==> config.mk <==
export PLATFORM = sky130hd
export DESIGN_NAME = positional_list_insert_delete_find_flat
export DESIGN_NICKNAME = d
export VERILOG_FILES = /design/src/sv/plc_pkg.sv /design/src/sv/plc_ifs.sv /design/src/sv/plc_cell.sv /design/src/sv/plc_first.sv /design/src/sv/positional_list_insert_delete_find.sv /design/src/flat_wrapper.sv
export SDC_FILE = /design/constraint.sdc
export NUM_CORES = 2
export LEC_CHECK = 0
export BUFFER_PORTS_ARGS = -buffer_cell sky130_fd_sc_hd__clkbuf_2
export CAP_MARGIN = 40
export CORE_MARGIN = 5
export CORE_UTILIZATION = 28
export CTS_BUF_LIST = sky130_fd_sc_hd__clkbuf_4
export DETAILED_ROUTE_END_ITERATION = 16
export PLACE_DENSITY_LB_ADDON = 0.15
export SLEW_MARGIN = 20
export SYNTH_ARGS = -nofsm -noshare
export SYNTH_HDL_FRONTEND = slang
export SYNTH_SLANG_ARGS = --single-unit
==> constraint.sdc <==
create_clock -name clock -period 8.2 [get_ports clock]
set_clock_uncertainty 0.1 [all_clocks]
set_input_delay 0.41 -clock clock [delete_from_list [all_inputs] [get_ports clock]]
set_output_delay 0.41 -clock clock [all_outputs]
set_load 0.03 [all_outputs]
==> src/sv/plc_pkg.sv <==
// ----------------------------------------------------------------------------
// plc_pkg
// Shared types and codes for the positional list: commands, status codes,
// field widths and the control word that is broadcast to every list cell.
// ----------------------------------------------------------------------------
package plc_pkg;

   localparam int CMD_W    = 2;
   localparam int POS_W    = 6;
   localparam int DATA_W   = 32;
   localparam int STATUS_W = 2;
   localparam int INDEX_W  = 6;
   localparam int COUNT_W  = 6;

   localparam logic [CMD_W-1:0] CMD_FIND   = 2'd0;
   localparam logic [CMD_W-1:0] CMD_INSERT = 2'd1;
   localparam logic [CMD_W-1:0] CMD_DELETE = 2'd2;

   localparam logic [STATUS_W-1:0] ST_OK       = 2'd0;
   localparam logic [STATUS_W-1:0] ST_FULL     = 2'd1;
   localparam logic [STATUS_W-1:0] ST_BADPOS   = 2'd2;
   localparam logic [STATUS_W-1:0] ST_NOTFOUND = 2'd3;

   localparam logic signed [INDEX_W-1:0] INDEX_NONE = -6'sd1;

   typedef struct packed {
      logic              ins;
      logic              del;
      logic [DATA_W-1:0] value;
   } cell_ctrl_type;

endpackage

==> src/sv/plc_ifs.sv <==
// ----------------------------------------------------------------------------
// plc_ifs
// Valid/ready channels of the positional list: request and response.
// ----------------------------------------------------------------------------
interface plc_req_if
   import plc_pkg::*;
();
   logic                     valid;
   logic                     ready;
   logic [CMD_W-1:0]         command;
   logic [POS_W-1:0]         position;
   logic signed [DATA_W-1:0] value;

   modport source (output valid, command, position, value, input ready);
   modport sink   (input valid, command, position, value, output ready);
endinterface

interface plc_rsp_if
   import plc_pkg::*;
();
   logic                      valid;
   logic                      ready;
   logic [STATUS_W-1:0]       status;
   logic signed [INDEX_W-1:0] found_index;
   logic [COUNT_W-1:0]        entry_count;

   modport source (output valid, status, found_index, entry_count, input ready);
   modport sink   (input valid, status, found_index, entry_count, output ready);
endinterface

==> src/sv/plc_cell.sv <==
// ----------------------------------------------------------------------------
// plc_cell
// One list slot: holds an entry, shifts it to or takes it from a neighbor
// on insert and delete, and registers whether it matches the search value.
// ----------------------------------------------------------------------------
module plc_cell
   import plc_pkg::*;
#(
   parameter int IDX = 0,
   parameter int CW  = 6
) (
   input  logic              clock,
   input  cell_ctrl_type     ctrl,
   input  logic [CW-1:0]     pos_idx,
   input  logic [CW-1:0]     count,
   input  logic [DATA_W-1:0] left_entry,
   input  logic [DATA_W-1:0] right_entry,
   output logic [DATA_W-1:0] entry,
   output logic              match
);

   localparam logic [CW-1:0] IDX_C = CW'(IDX);

   logic [DATA_W-1:0] entry_ff, entry_in;
   logic              match_ff, match_in;

   always_comb begin
      entry_in = entry_ff;
      if (ctrl.ins && IDX_C == pos_idx) begin
         entry_in = ctrl.value;
      end else if (ctrl.ins && IDX_C > pos_idx) begin
         entry_in = left_entry;
      end else if (ctrl.del && IDX_C >= pos_idx) begin
         entry_in = right_entry;
      end
   end

   assign match_in = (entry_ff == ctrl.value) && (IDX_C < count);

   always_ff @(posedge clock) begin
      entry_ff <= entry_in;
      match_ff <= match_in;
   end

   assign entry = entry_ff;
   assign match = match_ff;

endmodule

==> src/sv/plc_first.sv <==
// ----------------------------------------------------------------------------
// plc_first
// Finds the lowest set bit of the cell match vector and encodes its index.
// ----------------------------------------------------------------------------
module plc_first
   import plc_pkg::*;
#(
   parameter int DEPTH = 32,
   parameter int IW    = 5
) (
   input  logic [DEPTH-1:0] match,
   output logic             found,
   output logic [IW-1:0]    index
);

   logic [DEPTH-1:0] lowest;

   assign lowest = match & (~match + DEPTH'(1));
   assign found  = |match;

   always_comb begin
      index = '0;
      for (int i = 0; i < DEPTH; i++) begin
         if (lowest[i]) begin
            index = index | IW'(i);
         end
      end
   end

endmodule

==> src/sv/positional_list_insert_delete_find.sv <==
// ----------------------------------------------------------------------------
// positional_list_insert_delete_find
// Ordered list of up to DEPTH signed 32-bit values held in a row of cells.
// Find, insert at a 1-based position, delete at a 1-based position.
//
//   port    dir  flow        payload
//   req_if  in   valid/ready command, position, value
//   rsp_if  out  valid/ready status, found_index, entry_count
//
// Find steps through accept, cell update, match encode and response; insert
// and delete skip the match encode. The operation sequencer sets the steps.
// All cells compare or shift together; the first-match encode has a state of its own.
// One item in flight; a held response stalls the request side.
// Reset clears the count and sequencer; entries are not cleared.
// ----------------------------------------------------------------------------
module positional_list_insert_delete_find
   import plc_pkg::*;
#(
   parameter int DEPTH = 32
) (
   input logic       clock,
   input logic       reset,
   plc_req_if.sink   req_if,
   plc_rsp_if.source rsp_if
);

   localparam int CW = $clog2(DEPTH + 1);
   localparam int IW = $clog2(DEPTH);
   localparam int PW = ((CW > POS_W) ? CW : POS_W) + 1;

   typedef enum logic [3:0] {
      S_IDLE = 4'b0001,
      S_WORK = 4'b0010,
      S_FIND = 4'b0100,
      S_RESP = 4'b1000
   } state_type;

   state_type state_ff, state_in;

   logic [CMD_W-1:0]  cmd_ff;
   logic [POS_W-1:0]  pos_ff;
   logic [DATA_W-1:0] val_ff;
   logic [CW-1:0]     count_ff, count_in;

   logic [STATUS_W-1:0]       status_ff, status_in;
   logic signed [INDEX_W-1:0] index_ff, index_in;

   logic                   accept;
   logic [PW-1:0]          pos_ext, cnt_ext;
   logic                   full, ins_bad, del_bad;
   logic [CW-1:0]          pos_idx;
   cell_ctrl_type          ctrl;
   logic [DEPTH-1:0][DATA_W-1:0] entry_q;
   logic [DEPTH-1:0]       match_q;
   logic                   found;
   logic [IW-1:0]          first_idx;
   logic [PW-1:0]          first_ext, count_out;

   assign accept = req_if.valid && req_if.ready;

   assign pos_ext = PW'(pos_ff);
   assign cnt_ext = PW'(count_ff);
   assign full    = count_ff >= CW'(DEPTH);
   assign ins_bad = (pos_ext == '0) || (pos_ext > cnt_ext + PW'(1));
   assign del_bad = (pos_ext == '0) || (pos_ext > cnt_ext);
   assign pos_idx = CW'(pos_ext - PW'(1));

   assign ctrl.ins   = (state_ff == S_WORK) && (cmd_ff == CMD_INSERT) && !full && !ins_bad;
   assign ctrl.del   = (state_ff == S_WORK) && (cmd_ff == CMD_DELETE) && !del_bad;
   assign ctrl.value = val_ff;

   for (genvar g = 0; g < DEPTH; g++) begin : g_cell
      logic [DATA_W-1:0] left_e, right_e;
      if (g == 0) begin : g_first
         assign left_e = val_ff;
      end else begin : g_mid_l
         assign left_e = entry_q[g-1];
      end
      if (g == DEPTH - 1) begin : g_last
         assign right_e = '0;
      end else begin : g_mid_r
         assign right_e = entry_q[g+1];
      end
      plc_cell #(
         .IDX (g),
         .CW  (CW)
      ) u_cell (
         .clock       (clock),
         .ctrl        (ctrl),
         .pos_idx     (pos_idx),
         .count       (count_ff),
         .left_entry  (left_e),
         .right_entry (right_e),
         .entry       (entry_q[g]),
         .match       (match_q[g])
      );
   end

   plc_first #(
      .DEPTH (DEPTH),
      .IW    (IW)
   ) u_first (
      .match (match_q),
      .found (found),
      .index (first_idx)
   );

   assign first_ext = PW'(first_idx);
   assign count_out = PW'(count_ff);

   always_comb begin
      state_in  = state_ff;
      count_in  = count_ff;
      status_in = status_ff;
      index_in  = index_ff;
      case (state_ff)
         S_IDLE: begin
            if (accept) begin
               state_in = S_WORK;
            end
         end
         S_WORK: begin
            index_in = INDEX_NONE;
            state_in = S_RESP;
            case (cmd_ff)
               CMD_FIND: begin
                  state_in = S_FIND;
               end
               CMD_INSERT: begin
                  if (full) begin
                     status_in = ST_FULL;
                  end else if (ins_bad) begin
                     status_in = ST_BADPOS;
                  end else begin
                     status_in = ST_OK;
                     count_in  = count_ff + CW'(1);
                  end
               end
               CMD_DELETE: begin
                  if (del_bad) begin
                     status_in = ST_BADPOS;
                  end else begin
                     status_in = ST_OK;
                     count_in  = count_ff - CW'(1);
                  end
               end
               default: begin
                  status_in = ST_BADPOS;
               end
            endcase
         end
         S_FIND: begin
            state_in = S_RESP;
            if (found) begin
               status_in = ST_OK;
               index_in  = first_ext[INDEX_W-1:0];
            end else begin
               status_in = ST_NOTFOUND;
               index_in  = INDEX_NONE;
            end
         end
         S_RESP: begin
            if (rsp_if.ready) begin
               state_in = S_IDLE;
            end
         end
         default: begin
            state_in = S_IDLE;
         end
      endcase
   end

   always_ff @(posedge clock) begin
      if (reset) begin
         state_ff <= S_IDLE;
         count_ff <= '0;
      end else begin
         state_ff <= state_in;
         count_ff <= count_in;
      end
   end

   always_ff @(posedge clock) begin
      if (accept) begin
         cmd_ff <= req_if.command;
         pos_ff <= req_if.position;
         val_ff <= req_if.value;
      end
      status_ff <= status_in;
      index_ff  <= index_in;
   end

   assign req_if.ready       = (state_ff == S_IDLE);
   assign rsp_if.valid       = (state_ff == S_RESP);
   assign rsp_if.status      = status_ff;
   assign rsp_if.found_index = index_ff;
   assign rsp_if.entry_count = count_out[COUNT_W-1:0];

`ifndef NO_ASSERTIONS
   a_count_bound: assert property (@(posedge clock) disable iff (reset)
      count_ff <= CW'(DEPTH))
      else $error("entry count above depth");

   a_count_only_in_work: assert property (@(posedge clock) disable iff (reset)
      (state_ff != S_WORK) |=> $stable(count_ff))
      else $error("entry count changed outside the update cycle");

   a_insert_grows: assert property (@(posedge clock) disable iff (reset)
      ctrl.ins |=> count_ff == $past(count_ff) + CW'(1))
      else $error("insert did not grow the list");

   a_delete_shrinks: assert property (@(posedge clock) disable iff (reset)
      ctrl.del |=> count_ff == $past(count_ff) - CW'(1))
      else $error("delete did not shrink the list");

   a_index_needs_ok: assert property (@(posedge clock) disable iff (reset)
      (rsp_if.valid && rsp_if.found_index != INDEX_NONE) |-> rsp_if.status == ST_OK)
      else $error("index reported without success");
`endif

endmodule

==> src/flat_wrapper.sv <==
// flat-port wrapper written by rule: the top's interface ports become plain ports
module positional_list_insert_delete_find_flat import plc_pkg::*;
#(
   parameter int DEPTH = 32
)
  (clock, reset, req_if_valid, req_if_command, req_if_position, req_if_value, req_if_ready, rsp_if_valid, rsp_if_status, rsp_if_found_index, rsp_if_entry_count, rsp_if_ready);
  plc_req_if req_if_i ();
  plc_rsp_if rsp_if_i ();
  input logic clock;
  input logic reset;
  input wire logic [$bits(req_if_i.valid)-1:0] req_if_valid;
  input wire logic [$bits(req_if_i.command)-1:0] req_if_command;
  input wire logic [$bits(req_if_i.position)-1:0] req_if_position;
  input wire logic [$bits(req_if_i.value)-1:0] req_if_value;
  output wire logic [$bits(req_if_i.ready)-1:0] req_if_ready;
  output wire logic [$bits(rsp_if_i.valid)-1:0] rsp_if_valid;
  output wire logic [$bits(rsp_if_i.status)-1:0] rsp_if_status;
  output wire logic [$bits(rsp_if_i.found_index)-1:0] rsp_if_found_index;
  output wire logic [$bits(rsp_if_i.entry_count)-1:0] rsp_if_entry_count;
  input wire logic [$bits(rsp_if_i.ready)-1:0] rsp_if_ready;
  assign req_if_i.valid = req_if_valid;
  assign req_if_i.command = req_if_command;
  assign req_if_i.position = req_if_position;
  assign req_if_i.value = req_if_value;
  assign req_if_ready = req_if_i.ready;
  assign rsp_if_valid = rsp_if_i.valid;
  assign rsp_if_status = rsp_if_i.status;
  assign rsp_if_found_index = rsp_if_i.found_index;
  assign rsp_if_entry_count = rsp_if_i.entry_count;
  assign rsp_if_i.ready = rsp_if_ready;
  positional_list_insert_delete_find #(.DEPTH(DEPTH)) u_core (.clock(clock), .reset(reset), .req_if(req_if_i), .rsp_if(rsp_if_i));
endmodule
==> run_results.csv <==
group,metric,value,unit
power,leakagePower,0.0271,µW
synth,synth_edf_count,1072,
route,ant_nets,0,
min_path,hold_path_depth,3,
cts,cts_tree,"built",
critical_path,crit_family,"buffers and inverters",
power,max-vdd-ir-drop,0.000141,V
die,dieArea,251000,µm²
placement,port_buffers,59,
timing,fin_crit,5.13,ns
cts,cts_buffer_depth,4,
power,powerDensity,170,nW/µm²
critical_path,crit_arrival,6.06,ns
cts,path_clk_slew,0.07,ns
grt,grt_pass1_wl,426000,µm
cts,post_cts_buffers,0,
power,p_int,9400,µW
power,clockPowerShare,41.8,%
synth,ys_seq_area_share,48.9,%
critical_path,cp.required,9.13,ns
critical_path,cp_common_cell,"buf_4",
synth,syn_area,67500,µm²
die,start_util,28.1,%
timing,setup_tns,0,ns
cts,root_buffer,"clkbuf_4",
timing,fmax,195,MHz
timing,tightestPinTransition,1.00,ns
timing,finalHoldViolCount,0,
power,switching_share,28.4,%
cells_and_area,synthToLayoutAreaGrowth,14.3,%
critical_path,rr_worst_depth,12,
timing,min_period_over_period,62.6,%
timing,slew_viol_final,0,
cts,htree_levels,5,
timing,rsz0062_at_grt,"no",
route,routed_wl,303000,µm
power,seq_power_share,47.4,%
critical_path,crit_buf_inv,5,
cells_and_area,nFillCells,24800,
grt,antenna_found_initial,11,
cells_and_area,drive_gt1_share,14.5,%
critical_path,crit_chain,"inv_1, ha_1, buf_8, nor4b_2, a221oi_1, a22oi_2, buf_4, nor4_2, buf_4, nand2_1, buf_4, mux2_2",
timing,setup_violations,0,
die,dieHeight,501,µm
synth,synth_common_cells,"edfxtp_1 (1072), nand2_1 (671), nor2_1 (550)",
critical_path,worst-r2r-setup-slack,3.07,ns
cts,numCtsBuffers,353,
synth,avgSynthCellArea,10.3,µm²
min_path,hold_class,"input pin to flip-flop",
die,coreArea,240000,µm²
critical_path,reg2reg_from,"u_core.pos_ff[1]$_DFFE_PP_",
critical_path,crit_start,"u_core.pos_ff[1]$_DFFE_PP_",
critical_path,slowest_stage,"buf_4",
timing,slew_headroom,32.4,%
synth,ys_types,90,
grt,globalRouteOverflowTotal,0,
route,firstDrtPassIters,6,
cells_and_area,final_nets,6753,
synth,yosys.area.top_type,"edfxtp_1",
critical_path,worst-path-stages,12,
run_status,status,"finished clean",
placement,dpl.hpwl,210000,µm
grt,grt_util_all_layers,23.2,%
synth,synth_fp_nets,6618,
synth,yosys_register_bits,1114,
cells_and_area,register_area,33000,µm²
synth,synth_top_area_share,47.7,%
cts,cts_sinks,1114,
placement,gp_congestion,0.894,
die,pin_count,60,
synth,synthTopCellsByArea,"edfxtp_1 (48%), xor2_1 (6.9%), xnor2_1 (6.5%), mux2i_1 (4.3%), nand2_1 (3.7%)",
critical_path,cp_max_fo,45,
timing,timing.hold.ws,0.178,ns
placement,place_ws,2.96,ns
run,cap_violations,0,
timing,setup_ws,3.07,ns
synth,yosys_warnings,0,
critical_path,rr_endpoint,"u_core.g_cell[0].u_cell.entry[24]$_DFFE_PP_",
power,p_comb_share,10.7,%
synth,async_reset_ff_share,0,%
route,vias_per_cell,5.55,
cts,worstSkewPairLatency,1.47,ns
grt,grt_max_degree,159,
critical_path,slowest_delay,0.66,ns
die,die_w,501,µm
cells_and_area,multi_input_area,32400,µm²
critical_path,end_kind,"flip-flop",
critical_path,endpoint,"u_core.g_cell[0].u_cell.entry[24]$_DFFE_PP_",
route,drc_errors,0,
synth,syn-instance-count,6552,
power,p_sw,3730,µW
die,num_rows,180,
grt,grt_pass1_vias,55000,
synth,synthMostInstantiatedCell,"edfxtp_1",
synth,synth_flop_cell,"edfxtp_1",
critical_path,startpoint_type,"flip-flop",
critical_path,path_class,"flip-flop to flip-flop",
cells_and_area,fin_util,32.1,%
route,num_vias,56000,
route,dr.first_iter.drc_count,5859,
route,wl_per_cell,30.0,µm
[power by group through the flow]
stage | clock, µW | sequential [µW] | combinational, µW
after floorplan | 0 | 6320 | 798
after global placement | 0 | 6350 | 1340
after detailed placement | 0 | 6350 | 1350
after CTS | 5650 | 6220 | 1400
after global routing | 5970 | 6220 | 1470
final | 5490 | 6220 | 1410
[per-stage QoR]
| step | total power [µW] | instances | instance area, µm² |
|---|---|---|---|
| 2_1_floorplan | 7120 | 6552 | 67500 |
| 3_3_place_gp | 7690 | 9382 | 71600 |
| 4_1_cts | 13300 | 10100 | 77100 |
| 3_5_place_dp | 7700 | 9416 | 72100 |
| 5_1_grt | 13700 | 10100 | 77200 |
| 6_report | 13100 | 10100 | 77200 |
[cells in the final DEF (no fill, tap or decap), types with 20 or more instances in the layout]
cell type	netlist	final
a2bb2oi_1	33	33
clkbuf_2	0	59
nor2b_1	27	25
a31oi_1	170	170
inv_1	37	37
buf_12	0	32
mux2i_1	289	289
and2_1	77	76
buf_4	8	180
a22oi_1	103	103
edfxtp_1	1072	1072
dlygate4sd3_1	0	97
nand4_1	190	190
nor3_2	4	20
xor2_1	535	535
o221a_2	41	41
mux2_2	34	34
and3_1	32	30
dfxtp_1	42	42
nand2b_1	47	47
and2_0	21	21
nor3_1	66	47
a41oi_1	23	23
a221o_1	154	154
a22o_1	83	82
nor2_1	550	537
o21ai_0	220	220
o22ai_1	92	91
clkbuf_4	0	502
clkinv_1	1	46
nand3_1	119	111
nand2_1	671	665
a21o_1	56	56
a21oi_1	261	254
xnor2_1	498	498
ha_1	22	22
nor4_1	181	176
[per-layer routing]
metal	global-route usage [%]	share of wire [%]
met1	31.8	44
met5	0	0
met3	3.52	6.5
met4	6.62	2.7
met2	37.9	47
[worst min-delay path by stage]
stage | start | endpoint
after floorplan | req_if_command[0] | u_core.cmd_ff[0]$_DFFE_PP_
after global placement | u_core.g_cell[31].u_cell.entry[7]$_DFFE_PP_ | u_core.g_cell[30].u_cell.entry[7]$_DFFE_PP_
after detailed placement | u_core.g_cell[31].u_cell.entry[3]$_DFFE_PP_ | u_core.g_cell[30].u_cell.entry[3]$_DFFE_PP_
after CTS | req_if_value[6] | u_core.g_cell[0].left_e[6]$_DFFE_PP_
after global routing | req_if_value[10] | u_core.g_cell[0].left_e[10]$_DFFE_PP_
final | req_if_value[10] | u_core.g_cell[0].left_e[10]$_DFFE_PP_
[cell type report]
type | instances | share of cell area [%]
Inverter | 39 | 0.190
Multi-Input combinational cell | 4786 | 41.9
Sequential cell | 1114 | 42.8
Clock buffer | 501 | 4.87
Timing Repair Buffer | 393 | 4.67
Tap cell | 3185 | 5.16
Antenna cell | 3 | 0.00973
Clock inverter | 64 | 0.366
[kinds of logic after synthesis]
group	count (synthesis)	share of synthesized area [%]
DFF	1114	48.9
AOI/OAI and AO/OA	1364	14.1
muxes	323	4.85
xor gates and xnor gates	1033	13.4
buffers and inverters	652	3.94
and+or+nand+nor	2044	14.3
adders and majority gates	22	0.408
[sequential cells by signal (all words and copies together), names as in the netlist]
name	flops
u_core.rsp_if.entry_count	6
u_core.g_cell.u_cell.entry	1024
u_core.rsp_if.status	2
u_core.state_ff	4
u_core.cmd_ff	2
u_core.rsp_if.found_index	6
u_core.g_cell.u_cell.match	32
u_core.g_cell.left_e	32
u_core.pos_ff	6
[worst register-to-register path: stages, from the launching register on]
cell and delay [ns]:
edfxtp_1 0.64, inv_1 0.23, ha_1 0.48, buf_8 0.23, nor4b_2 0.50, a221oi_1 0.23, a22oi_2 0.22, buf_4 0.66
nor4_2 0.12, buf_4 0.37, nand2_1 0.17, buf_4 0.45, mux2_2 0.42
[repair_timing]
action | CTS | global route
hold buffers | 97 | 0
hold endpoints to repair | 90 | 0
resized for setup | 0 | 0
No activity file was read; power rests on OpenSTA's default activity.
